<file path="src/rtl/core/mmts_pkg.sv">
// Package for the buffer fill tiling planner: job and result types, shared constants.
// No dependencies.
`default_nettype none
package mmts_pkg;
    localparam int SIZE_W  = 32;
    localparam int ELEM_W  = 30;
    localparam int CORE_W  = 10;
    localparam int REPS_W  = 8;
    localparam int PASS_W  = 24;
    localparam int BURST_W = 11;
    localparam int PAD_W   = 5;

    localparam logic REG_CORE_COUNT   = 1'b0;
    localparam logic REG_REPEAT_LIMIT = 1'b1;

    typedef enum logic [2:0] {S_IDLE, S_SHARE, S_USED, S_LAST, S_PASS, S_DONE} back_st_t;

    typedef struct packed {
        logic              err;
        logic [SIZE_W-1:0] aligned;
        logic [ELEM_W:0]   elems;
        logic [PAD_W-1:0]  pad;
        logic [CORE_W:0]   cores;
        logic [REPS_W-1:0] reps;
        logic              split;
    } job_t;

    typedef struct packed {
        logic               err;
        logic [CORE_W-1:0]  used;
        logic [ELEM_W-1:0]  f_elems;
        logic [PASS_W-1:0]  f_pass;
        logic [BURST_W-1:0] f_burst;
        logic [REPS_W-1:0]  f_rep;
        logic [ELEM_W-1:0]  l_elems;
        logic [PASS_W-1:0]  l_pass;
        logic [BURST_W-1:0] l_burst;
        logic [REPS_W-1:0]  l_rep;
        logic [PAD_W-1:0]   pad;
    } res_t;
endpackage
`default_nettype wire

</file>
<file path="src/rtl/core/mmts_fifo.sv">
// Small two-entry request queue between front and back.
// Depends on nothing but its width parameter.
`default_nettype none
module mmts_fifo #(
    parameter int WIDTH = 8
) (
    input  wire logic             clk,
    input  wire logic             rst_n,
    input  wire logic             push,
    input  wire logic [WIDTH-1:0] din,
    output logic                  full,
    input  wire logic             pop,
    output logic [WIDTH-1:0]      dout,
    output logic                  empty
);
    logic [WIDTH-1:0] mem_reg [2];
    logic             wp_reg, rp_reg;
    logic [1:0]       cnt_reg;

    assign full  = cnt_reg == 2'd2;
    assign empty = cnt_reg == 2'd0;
    assign dout  = mem_reg[rp_reg];

    always_ff @(posedge clk)
    begin
        if (push && !full)
        begin
            mem_reg[wp_reg] <= din;
        end
    end

    always_ff @(posedge clk or negedge rst_n)
    begin
        if (!rst_n)
        begin
            wp_reg  <= 1'b0;
            rp_reg  <= 1'b0;
            cnt_reg <= 2'd0;
        end
        else
        begin
            if (push && !full)
            begin
                wp_reg <= ~wp_reg;
            end
            if (pop && !empty)
            begin
                rp_reg <= ~rp_reg;
            end
            cnt_reg <= cnt_reg + {1'b0, push && !full} - {1'b0, pop && !empty};
        end
    end
endmodule
`default_nettype wire

</file>
<file path="src/rtl/core/mmts_front.sv">
// Front: takes the size request, pads it and decides whether the work is split.
// Uses mmts_pkg.
`default_nettype none
module mmts_front
    import mmts_pkg::*;
(
    input  wire logic              clk,
    input  wire logic              rst_n,
    input  wire logic              in_push,
    input  wire logic [SIZE_W-1:0] size_bytes,
    output logic                   in_full,
    input  wire logic [CORE_W-1:0] core_count,
    input  wire logic [REPS_W-1:0] repeat_limit,
    output logic                   q_push,
    output job_t                   q_data,
    input  wire logic              q_full
);
    logic              v_reg;
    job_t              j_reg, j_next;
    logic [SIZE_W:0]   al;
    logic [CORE_W:0]   c;

    assign in_full = v_reg && q_full;
    assign q_push  = v_reg;
    assign q_data  = j_reg;

    always_comb
    begin
        c = {1'b0, core_count};
        if (core_count == '0)
        begin
            c = 11'd1;
        end
        if (c > 11'd512)
        begin
            c = 11'd512;
        end
        al = ({1'b0, size_bytes} + 33'd31) & ~33'd31;
        j_next.err     = size_bytes[SIZE_W-1];
        j_next.aligned = al[SIZE_W-1:0];
        j_next.elems   = al[SIZE_W:2];
        j_next.pad     = al[PAD_W-1:0] - size_bytes[PAD_W-1:0];
        j_next.cores   = c;
        j_next.reps    = (repeat_limit == '0) ? 8'd1 : repeat_limit;
        j_next.split   = (c > 11'd1) && (al[SIZE_W-1:0] > {13'd0, c, 8'd0});
    end

    always_ff @(posedge clk)
    begin
        if (in_push && !in_full)
        begin
            j_reg <= j_next;
        end
    end

    always_ff @(posedge clk or negedge rst_n)
    begin
        if (!rst_n)
        begin
            v_reg <= 1'b0;
        end
        else if (in_push && !in_full)
        begin
            v_reg <= 1'b1;
        end
        else if (!q_full)
        begin
            v_reg <= 1'b0;
        end
    end
endmodule
`default_nettype wire

</file>
<file path="src/rtl/core/mmts_back.sv">
// Back: iterative share division and core-count division, per-core split, then pass division.
// Uses mmts_pkg.
`default_nettype none
module mmts_back
    import mmts_pkg::*;
(
    input  wire logic   clk,
    input  wire logic   rst_n,
    input  wire logic   q_empty,
    input  wire job_t   q_data,
    output logic        q_pop,
    output logic        out_valid,
    output res_t        out_data,
    input  wire logic   out_pop
);
    back_st_t          st_reg, st_next;
    job_t              j_reg;
    logic [32:0]       num_reg;
    logic [32:0]       rem_reg;
    logic [5:0]        cnt_reg;
    logic [32:0]       den_reg;
    logic [ELEM_W:0]   front_reg, last_reg;
    logic [CORE_W:0]   used_reg;
    logic              which_reg;
    logic [PASS_W-1:0] fpass_reg, lpass_reg;
    logic [13:0]       frest_reg, lrest_reg;
    logic              ov_reg;
    res_t              o_reg;
    logic [33:0]       trial;
    logic [32:0]       rem_sh;
    logic [31:0]       share;
    logic [ELEM_W:0]   fr;
    logic [13:0]       pe;
    logic              slot_free;

    assign rem_sh    = {rem_reg[31:0], num_reg[32]};
    assign trial     = {1'b0, rem_sh} - {1'b0, den_reg};
    assign pe        = {j_reg.reps, 6'd0};
    assign slot_free = !ov_reg || out_pop;
    assign q_pop     = st_reg == S_IDLE && !q_empty;
    assign out_valid = ov_reg;
    assign out_data  = o_reg;

    always_comb
    begin
        st_next = st_reg;
        unique case (st_reg)
            S_IDLE:  if (!q_empty) st_next = S_SHARE;
            S_SHARE: if (cnt_reg == 6'd32) st_next = S_USED;
            S_USED:  if (cnt_reg == 6'd32) st_next = S_LAST;
            S_LAST:  st_next = S_PASS;
            S_PASS:  if (cnt_reg == 6'd32 && which_reg) st_next = S_DONE;
            S_DONE:  if (slot_free) st_next = S_IDLE;
            default: st_next = S_IDLE;
        endcase
    end

    // floor of aligned / cores, rounded up to a block
    always_comb
    begin
        share = num_reg[31:0];
        share = (share + 32'd31) & ~32'd31;
        fr    = {1'b0, share[ELEM_W+1:2]};
        if (fr == '0)
        begin
            fr = 31'd1;
        end
    end

    // dividends enter one bit up so that 32 steps consume all 32 dividend bits
    always_ff @(posedge clk)
    begin
        case (st_reg)
            S_IDLE:
            begin
                j_reg   <= q_data;
                num_reg <= {q_data.aligned, 1'b0};
                rem_reg <= '0;
                den_reg <= {22'd0, q_data.cores};
                cnt_reg <= '0;
            end
            S_SHARE, S_USED, S_PASS:
            begin
                if (cnt_reg == 6'd32)
                begin
                    cnt_reg <= '0;
                    if (st_reg == S_SHARE)
                    begin
                        front_reg <= j_reg.split ? fr : j_reg.elems;
                        num_reg   <= {1'b0, j_reg.elems - 31'd1, 1'b0};
                        den_reg   <= {2'd0, (j_reg.split ? fr : 31'd1)};
                        rem_reg   <= '0;
                    end
                    else if (st_reg == S_USED)
                    begin
                        used_reg <= j_reg.split ? num_reg[CORE_W:0] + 11'd1 : 11'd1;
                    end
                    else if (!which_reg)
                    begin
                        fpass_reg <= num_reg[PASS_W-1:0];
                        frest_reg <= rem_reg[13:0];
                        num_reg   <= {1'b0, last_reg, 1'b0};
                        den_reg   <= {19'd0, pe};
                        rem_reg   <= '0;
                    end
                    else
                    begin
                        lpass_reg <= num_reg[PASS_W-1:0];
                        lrest_reg <= rem_reg[13:0];
                    end
                end
                else
                begin
                    cnt_reg <= cnt_reg + 6'd1;
                    num_reg <= {num_reg[31:0], !trial[33]};
                    rem_reg <= trial[33] ? rem_sh : trial[32:0];
                end
            end
            S_LAST:
            begin
                last_reg  <= j_reg.elems - front_reg * {20'd0, used_reg - 11'd1};
                num_reg   <= {1'b0, front_reg, 1'b0};
                den_reg   <= {19'd0, pe};
                rem_reg   <= '0;
                cnt_reg   <= '0;
            end
            default:
            begin
            end
        endcase
    end

    always_ff @(posedge clk or negedge rst_n)
    begin
        if (!rst_n)
        begin
            which_reg <= 1'b0;
        end
        else if (st_reg == S_LAST)
        begin
            which_reg <= 1'b0;
        end
        else if (st_reg == S_PASS && cnt_reg == 6'd32)
        begin
            which_reg <= 1'b1;
        end
    end

    always_ff @(posedge clk)
    begin
        if (st_reg == S_DONE && slot_free)
        begin
            o_reg.err     <= j_reg.err;
            o_reg.used    <= j_reg.err ? '0 : used_reg[CORE_W-1:0];
            o_reg.f_elems <= j_reg.err ? '0 : front_reg[ELEM_W-1:0];
            o_reg.f_pass  <= j_reg.err ? '0 : fpass_reg;
            o_reg.f_burst <= j_reg.err ? '0 : BURST_W'((frest_reg + 14'd7) >> 3);
            o_reg.f_rep   <= j_reg.err ? '0 : REPS_W'((frest_reg + 14'd63) >> 6);
            o_reg.l_elems <= j_reg.err ? '0 : last_reg[ELEM_W-1:0];
            o_reg.l_pass  <= j_reg.err ? '0 : lpass_reg;
            o_reg.l_burst <= j_reg.err ? '0 : BURST_W'((lrest_reg + 14'd7) >> 3);
            o_reg.l_rep   <= j_reg.err ? '0 : REPS_W'((lrest_reg + 14'd63) >> 6);
            o_reg.pad     <= j_reg.err ? '0 : j_reg.pad;
        end
    end

    always_ff @(posedge clk or negedge rst_n)
    begin
        if (!rst_n)
        begin
            st_reg <= S_IDLE;
            ov_reg <= 1'b0;
        end
        else
        begin
            st_reg <= st_next;
            if (st_reg == S_DONE && slot_free)
            begin
                ov_reg <= 1'b1;
            end
            else if (out_pop)
            begin
                ov_reg <= 1'b0;
            end
        end
    end
endmodule
`default_nettype wire

</file>
<file path="src/rtl/core/memset_multicore_tiling_split_top.sv">
// channel   | handshake          | fields
// request   | push / full        | size_bytes
// result    | empty / pop        | error_flag .. pad_bytes
// config    | APB psel/penable   | core_count, repeat_limit
// In the back end, four 32-step shift-subtract divisions (share, core count, front passes,
// last passes) run in sequence on one datapath, plus load, last-core and hand-off states;
// it takes a new item only after handing off the last one. Front accepts while back
// works; a two-entry queue sits between them and one result register at the output.
// Reset clears control state and loads core_count 1, repeat_limit 255.
// Uses mmts_pkg, mmts_front, mmts_fifo, mmts_back.
`default_nettype none
module memset_multicore_tiling_split_top
    import mmts_pkg::*;
(
    input  wire logic                clk,
    input  wire logic                rst_n,
    input  wire logic                psel,
    input  wire logic                penable,
    input  wire logic                pwrite,
    input  wire logic [2:0]          paddr,
    input  wire logic [31:0]         pwdata,
    output logic [31:0]              prdata,
    output logic                     pready,
    input  wire logic                push,
    output logic                     full,
    input  wire logic [SIZE_W-1:0]   size_bytes,
    output logic                     empty,
    input  wire logic                pop,
    output logic                     error_flag,
    output logic [CORE_W-1:0]        cores_used,
    output logic [ELEM_W-1:0]        front_core_elements,
    output logic [PASS_W-1:0]        front_full_passes,
    output logic [BURST_W-1:0]       front_tail_bursts,
    output logic [REPS_W-1:0]        front_tail_repeats,
    output logic [ELEM_W-1:0]        last_core_elements,
    output logic [PASS_W-1:0]        last_full_passes,
    output logic [BURST_W-1:0]       last_tail_bursts,
    output logic [REPS_W-1:0]        last_tail_repeats,
    output logic [PAD_W-1:0]         pad_bytes
);
    logic [CORE_W-1:0] cc_reg;
    logic [REPS_W-1:0] rl_reg;
    logic              fq_push, fq_full, fq_empty, fq_pop, ov;
    job_t              fq_in, fq_out;
    res_t              r;

    assign pready = 1'b1;
    always_comb
    begin
        prdata = '0;
        case (paddr[2])
            REG_CORE_COUNT: prdata = {22'd0, cc_reg};
            default:        prdata = {24'd0, rl_reg};
        endcase
    end

    always_ff @(posedge clk or negedge rst_n)
    begin
        if (!rst_n)
        begin
            cc_reg <= 10'd1;
            rl_reg <= 8'd255;
        end
        else if (psel && penable && pwrite)
        begin
            if (paddr[2] == REG_CORE_COUNT)
            begin
                cc_reg <= pwdata[CORE_W-1:0];
            end
            else if (paddr[2] == REG_REPEAT_LIMIT)
            begin
                rl_reg <= pwdata[REPS_W-1:0];
            end
        end
    end

    mmts_front u_front (
        .clk(clk), .rst_n(rst_n), .in_push(push), .size_bytes(size_bytes), .in_full(full),
        .core_count(cc_reg), .repeat_limit(rl_reg),
        .q_push(fq_push), .q_data(fq_in), .q_full(fq_full)
    );

    mmts_fifo #(.WIDTH($bits(job_t))) u_fifo (
        .clk(clk), .rst_n(rst_n), .push(fq_push), .din(fq_in), .full(fq_full),
        .pop(fq_pop), .dout(fq_out), .empty(fq_empty)
    );

    mmts_back u_back (
        .clk(clk), .rst_n(rst_n), .q_empty(fq_empty), .q_data(fq_out), .q_pop(fq_pop),
        .out_valid(ov), .out_data(r), .out_pop(pop)
    );

    assign empty               = !ov;
    assign error_flag          = r.err;
    assign cores_used          = r.used;
    assign front_core_elements = r.f_elems;
    assign front_full_passes   = r.f_pass;
    assign front_tail_bursts   = r.f_burst;
    assign front_tail_repeats  = r.f_rep;
    assign last_core_elements  = r.l_elems;
    assign last_full_passes    = r.l_pass;
    assign last_tail_bursts    = r.l_burst;
    assign last_tail_repeats   = r.l_rep;
    assign pad_bytes           = r.pad;

    a_err_zero: assert property (@(posedge clk) disable iff (!rst_n)
        (!empty && error_flag) |-> (cores_used == '0 && pad_bytes == '0))
        else $error("error result carries data");
    a_used: assert property (@(posedge clk) disable iff (!rst_n)
        (!empty && !error_flag) |-> (cores_used != '0))
        else $error("zero cores on valid result");
    a_hold: assert property (@(posedge clk) disable iff (!rst_n)
        (!empty && !pop) |=> !empty)
        else $error("result dropped");
endmodule
`default_nettype wire
</file>
<file path="config.mk">
export PLATFORM = sky130hd
export DESIGN_NAME = memset_multicore_tiling_split_top
export DESIGN_NICKNAME = d
export VERILOG_FILES = /design/src/rtl/core/mmts_pkg.sv /design/src/rtl/core/mmts_fifo.sv /design/src/rtl/core/mmts_front.sv /design/src/rtl/core/mmts_back.sv /design/src/rtl/core/memset_multicore_tiling_split_top.sv
export SDC_FILE = /design/constraint.sdc
export NUM_CORES = 2
export LEC_CHECK = 0
export BUFFER_PORTS_ARGS = -buffer_cell sky130_fd_sc_hd__buf_2
export CAP_MARGIN = 5
export CORE_MARGIN = 3
export CORE_UTILIZATION = 40
export CTS_CLUSTER_SIZE = 40
export DETAILED_ROUTE_END_ITERATION = 16
export PLACE_DENSITY = 0.55
export SLEW_MARGIN = 5
export SYNTH_ARGS = -nofsm -noshare
export SYNTH_HDL_FRONTEND = slang
export SYNTH_SLANG_ARGS = --single-unit
export TNS_END_PERCENT = 5
</file>
<file path="constraint.sdc">
create_clock -name clk -period 6.5 [get_ports clk]
set_input_delay 1.3 -clock clk [delete_from_list [all_inputs] [get_ports clk]]
set_output_delay 1.3 -clock clk [all_outputs]
set_load 0.02 [all_outputs]
</file>
# --- Word-level counts from Yosys, hierarchy flattened ---
# Memories as Yosys holds them, arrays and structs flattened.
# Index checks and enable logic that the tools add are counted.
totals:
  register_bits: 570
  mem_bits_rw: 162
  inputBits: 74
  output_inout_bits: 197
  wordCells: 163
  n_memories: 1
op_classes:
  addsub: 15
  n_mul: 1
  n_lt_le_gt_ge: 3
  n_eq_ne: 18
  n_mux: 38
  bitwise_logic: 6
  n_reduce_logical: 38
memory_table:
  columns: ["memory", "words", "width", "read_ports", "rd_ports_with_merged_regs", "write_ports", "line_no", "source"]
  rows:
  - ["u_fifo.mem_reg", 2, 81, 1, 0, 1, "mmts_fifo.sv:16", "logic [WIDTH-1:0] mem_reg [2];"]
ops:
  columns: ["operator", "count"]
  rows:
  - ["$mux W33", 8]
  - ["$pmux W33 S3", 2]
  - ["$mux W32", 5]
  - ["$pmux W32 S2", 1]
  - ["$mux W30", 2]
  - ["$sub A33 B33 Y34", 1]
  - ["$add A32 B5 Y33 const B", 1]
  - ["$add A32 B5 Y32 const B", 1]
  - ["$gt A32 B19 Y1", 1]
  - ["$mul A31 B11 Y31", 1]
  - ["$mux W31", 1]
  - ["$sub A31 B1 Y31 const B", 1]
  - ["$sub A31 B31 Y31", 1]
  - ["$logic_not A30 Y1", 1]
  - ["$add A14 B3 Y14 const B", 2]
  - ["$add A14 B6 Y14 const B", 2]
  - ["$mux W10", 2]
  - ["$pmux W3 S6", 1]
  - ["$mux W3", 5]
  - ["$reduce_and A5 Y1", 3]
  - ["$pmux W6 S2", 1]
  - ["$add A11 B1 Y11 const B", 1]
  - ["$gt A11 B1 Y1 const B", 1]
  - ["$logic_and A1 B1 Y1", 11]
  - ["33 further kinds", 63]

# --- Depth between registers and ports, before layout ---
logic_depth:
  word_depth: 7
  ltp_mapped: 27
  depth_no_buf: 26

# --- Hierarchy ---
# A second synthesis with hierarchy kept.
unflattened:
  hier_cells: 3437
  hier_area_um2: 41875.2
modules_own_cells:
  columns: ["module", "instances", "cells_each", "area_per_inst_um2", "seq_area_each_um2"]
  rows:
  - ["mmts_back", 1, 2791, 30673.2, 13878.3]
  - ["mmts_fifo", 1, 295, 7070.5, 5445.2]
  - ["mmts_front", 1, 275, 3105.5, 1616.6]
  - ["memset_multicore_tiling_split_top", 1, 76, 1026.0, 461.7]

# --- Worst setup path after synthesis ---
# No wires, ideal clock.
synth_path:
  kind: "flip-flop to flip-flop"
  start: "register u_back.used_reg[4]"
  end: "register u_back.last_reg[30], data pin"
  setup_time_ns: 0.260
  arrival_time_ns: 6.749
  required_ns: 6.240
  slack_ns: -0.508
  stages_incl_launch_ff: 25
  n_path_buf: 1
  period_less_slack_ns: 7.008
  cell_sequence: "edfxtp_1 or4_4 nor3_2 nand2_1 nor3_2 xor2_2 clkbuf_1 nand2_1 fa_1 fa_1 fa_1 fa_1 inv_1 fa_1 inv_1 ha_1 a211oi_1 o21ai_0 a21o_1 a221o_1 a41o_1 a221oi_1 a21oi_1 o22ai_1 xnor2_1"
synth_via:
  elab_chain_len: 3
synth_rtl:
  columns: ["item", "line_no", "source"]
  rows:
  - ["from (decl)", "mmts_back.sv:23", "logic [CORE_W:0] used_reg;"]
  - ["from (signal assigned)", "mmts_back.sv:96", "used_reg <= j_reg.split ? num_reg[CORE_W:0] + 11'd1 : 11'd1;"]
  - ["$sub A11 B1 Y11", "mmts_back.sv:121", "last_reg <= j_reg.elems - front_reg * {20'd0, used_reg - 11'd1};"]
  - ["$mul A31 B11 Y31", "mmts_back.sv:121", null]
  - ["$sub A31 B31 Y31", "mmts_back.sv:121", null]
  - ["to (signal assigned)", "mmts_back.sv:121", null]
  - ["to (decl)", "mmts_back.sv:22", "logic [ELEM_W:0] front_reg, last_reg;"]
# No other way between the ends.
# A chain may end at the register's enable or synchronous reset.

# --- Worst setup path in the final report ---
layout_path:
  start: "register u_back.used_reg[3]"
  end: "register u_back.last_reg[29], data pin"
# Same word-level chain as after synthesis.

==> summary.txt <==
Worst setup path
  • Max stage delay on crit path: 0.58 ns
  • Worst EP arrival: 7.08 ns
  • Critical path's top delay family: adder cells
  • Worst Path Max Fanout: 7
  • Critical path depth in cells: 27
  • Kind of critical path: reg2reg
  • Buffers and inverters on the worst path: 7
  • Top cell by count, worst path: fa_1
  • CP endpoint kind: flop
  • Startpoint Class: flop
  • Slowest cell on the critical path: or4_4
  • Critical Path RT: 6.89 ns
  • R2R depth: 27

Timing
  • Tcrit/Tclk final: 103%
  • PnR worst setup slack: -0.190 ns
  • Setup violations, final: 8
  • Final min period: 6.69 ns
  • F_max: 149 MHz
  • Final Hold Viols: 0
  • Clock Skews: 0.0313 ns
  • Setup TNS: -0.856 ns
  • RSZ-0062 raised after global routing: true
  • Worst-Margin Slew: 1.01 ns
  • Slew HR: 32.8%
  • Slew Limit Fails: 0

Logic synthesis
  • Mapped Area: 36,900 um2
  • Number of enable flip-flop cells after synthesis: 610
  • Avg Inst Size Synth: 11.8 um2
  • Distinct cells, synth: 82
  • Syn. warnings: 0
  • Ranking of synthesized cells by area: edfxtp_1 50%, fa_1 12%, ha_1 3.5%
  • Top-area cell type share of the netlist area: 49.6%
  • Async set-reset flop share out of synthesis: 4.39%
  • Cells after synthesis: 3,134
  • Area leader, netlist: edfxtp_1
  • Yosys reg bits: 638
  • Post-synthesis sequential area ratio: 51.6%
  • Main flop type after synthesis: edfxtp_1

Die
  • Site Rows: 110
  • Full die area: 95,900 um2
  • Die Ht: 310 um
  • Core area: 90,700 um2
  • Die X: 310 um
  • I/O Pins: 271
  • Starting Density: 40.7%

Min path
  • Cells on Worst Hold Path: 0
  • Hold Path Class: reg2reg

Cells and area
  • Commonest non-fill, non-tap cells in the layout: 610 x edfxtp_1, 312 x inv_1, 300 x nand2_1, 227 x nor2_1, 221 x buf_2
  • Most common cell after layout, fill and taps aside: edfxtp_1
  • Post-Layout Cell Count: 4,644
  • Filler cell count: 8,261
  • Layout cell share with drive strength beyond 1: 18.2%
  • Final #Nets: 3,804
  • Max reg flops: 160
  • Area grow syn2layout: 16.0%

Clock tree
  • CTS Root Buffer Type: clkbuf_16
  • H-tree depth: 3
  • Clock Latency Late Sink: 0.64 ns
  • Clk pin slew, worst setup/hold paths: 0.06 ns
  • CTS tree: done
  • Sink Count: 638
  • CTS buffer count: 73
  • CTS Buffer Depth: 3

Power
  • Pwr/cell area: 228 nW/um2
  • IR drop worst, VDD: 196 uV
  • LEAKAGE: 16.6 nW

Global route
  • Vias in the first global route: 23,644
  • Initial antenna violation count: 3
  • Largest net degree at the start of global routing: 161
  • GR Overflow Total: 0
  • Global-route wire length before repair: 142 mm
  • Tot GR Track Use: 19.4%

Route
  • Routed WL: 92.4 mm
  • Vias per cell: 5.13
  • Drt pass-1 iters: 5
  • Post-route ant nets: 0
  • Drt drc: 0
  • Iteration-0 DRC Markers: 1,645
  • Wirelength per Cell: 19.9 um
  • Via count: 23,819

Run
  • Max Cap Viol: 0

Run status
  • Status: complete, but fails checks
  • Failing checks: setup timing

Placed design
  • Final RePlAce weighted congestion: 0.871
  • I/O Buffers: 221
  • DP HPWL: 67.3 mm
  • Placed insts: 4,501
## worst reg2reg max path, delay by kind of cell, from the launching register on
kind / cells / cell delay, ns
buffers and inverters: 7 / 0.62
adder cells (fa/ha/maj): 6 / 2.85
flip-flops: 1 / 0.39
AO/OA/AOI/OAI: 2 / 0.33
AND/OR/NAND/NOR: 10 / 1.91
XOR/XNOR: 2 / 0.33
## layer usage
layer	GRT usage, %	vias up	wire [um]	part of all wire (%)
li1	-	11210	-	-
met1	27.2	11732	41200	45
met2	30.8	730	42700	46
met3	3.54	147	5820	6.3
met4	5.94	0	2700	2.9
met5	0	-	0	0
## cells by family (layout without fill, tap and decap cells)
group,after synthesis,count (layout),synth area share [%]
AOI/OAI and AO/OA,354,354,6.12
muxes,108,108,3.17
adders and majority gates,320,320,15.2
DFF,638,638,51.6
buffers and inverters,489,799,5.28
xor gates and xnor gates,209,209,5.02
other,2,26,0.0204
and+or+nand+nor,1014,1014,13.6
## power by group
group | total, mW | switching (mW) | internal (mW)
clock network | 4.19 | 1.77 | 2.43
registers | 4.99 | 0.108 | 4.88
logic | 0.565 | 0.390 | 0.175
## cells in the mapped netlist (all sizes together), types with 7 or more instances
cell type and number:
edfxtp 610, inv 315, nand2 304, nor2 232
fa 216, nor2b 131, xnor2 131, clkbuf 128
a21oi 108, ha 104, o21ai 80, xor2 77
and2 74, mux2 70, nand3 64, nor3 48
nand2b 45, buf 44, mux2i 38, a21o 26
and3 24, nand4 24, a211oi 21, dfrtp 19
or3 17, a22oi 16, nor4 15, and4 11
o21a 11, o211ai 10, o21bai 10, dfstp 9
a31oi 8, a221oi 7, o22ai 7, or4 7
## final timing paths
path                                     from  slack (ns)                    end
max                        u_back.used_reg[3]       -0.19    u_back.last_reg[29]
min                        u_front.q_data[64]        0.44  u_fifo.mem_reg[0][56]
max reg2reg                u_back.used_reg[3]       -0.19    u_back.last_reg[29]
min reg2reg                u_front.q_data[64]        0.44  u_fifo.mem_reg[0][56]
max in group asynchronous               rst_n        5.31          u_fifo.rp_reg
min in group asynchronous               rst_n        0.70              cc_reg[5]
## final cells by class
cell class / instances / area, um2 / area share, %
clock inverters: 41 / 493 / 1.15
clock buffers: 91 / 1940 / 4.52
inverters: 317 / 1190 / 2.78
well taps: 1176 / 1470 / 3.44
diodes: 1 / 2.50 / 0.00585
multi-input cells: 2030 / 16500 / 38.4
flip-flops and latches: 638 / 19000 / 44.5
repair buffers: 350 / 2220 / 5.19
## stage by stage
stage	total power [mW]	setup slack (ns)	util (%)	hold WS, ns	area (um2)
5_1_grt	10.1	-0.509	47.2	0.454	42800
3_5_place_dp	5.64	-0.437	44.1	0.431	40000
6_report	9.74	-0.190	47.2	0.442	42800
2_1_floorplan	5.40	-0.0679	-	0.421	37200
4_1_cts	9.87	-0.257	47.1	0.443	42700
3_3_place_gp	5.63	-0.413	44.1	0.425	40000
## timing repair
action,in CTS,in global routing
gates cloned,1,0
hold buffers,0,0
buffers inserted,9,0
endpoints found under the setup margin,15,18
resized for setup,31,21
pin swaps,48,9
(Power assumes the default switching activity.)
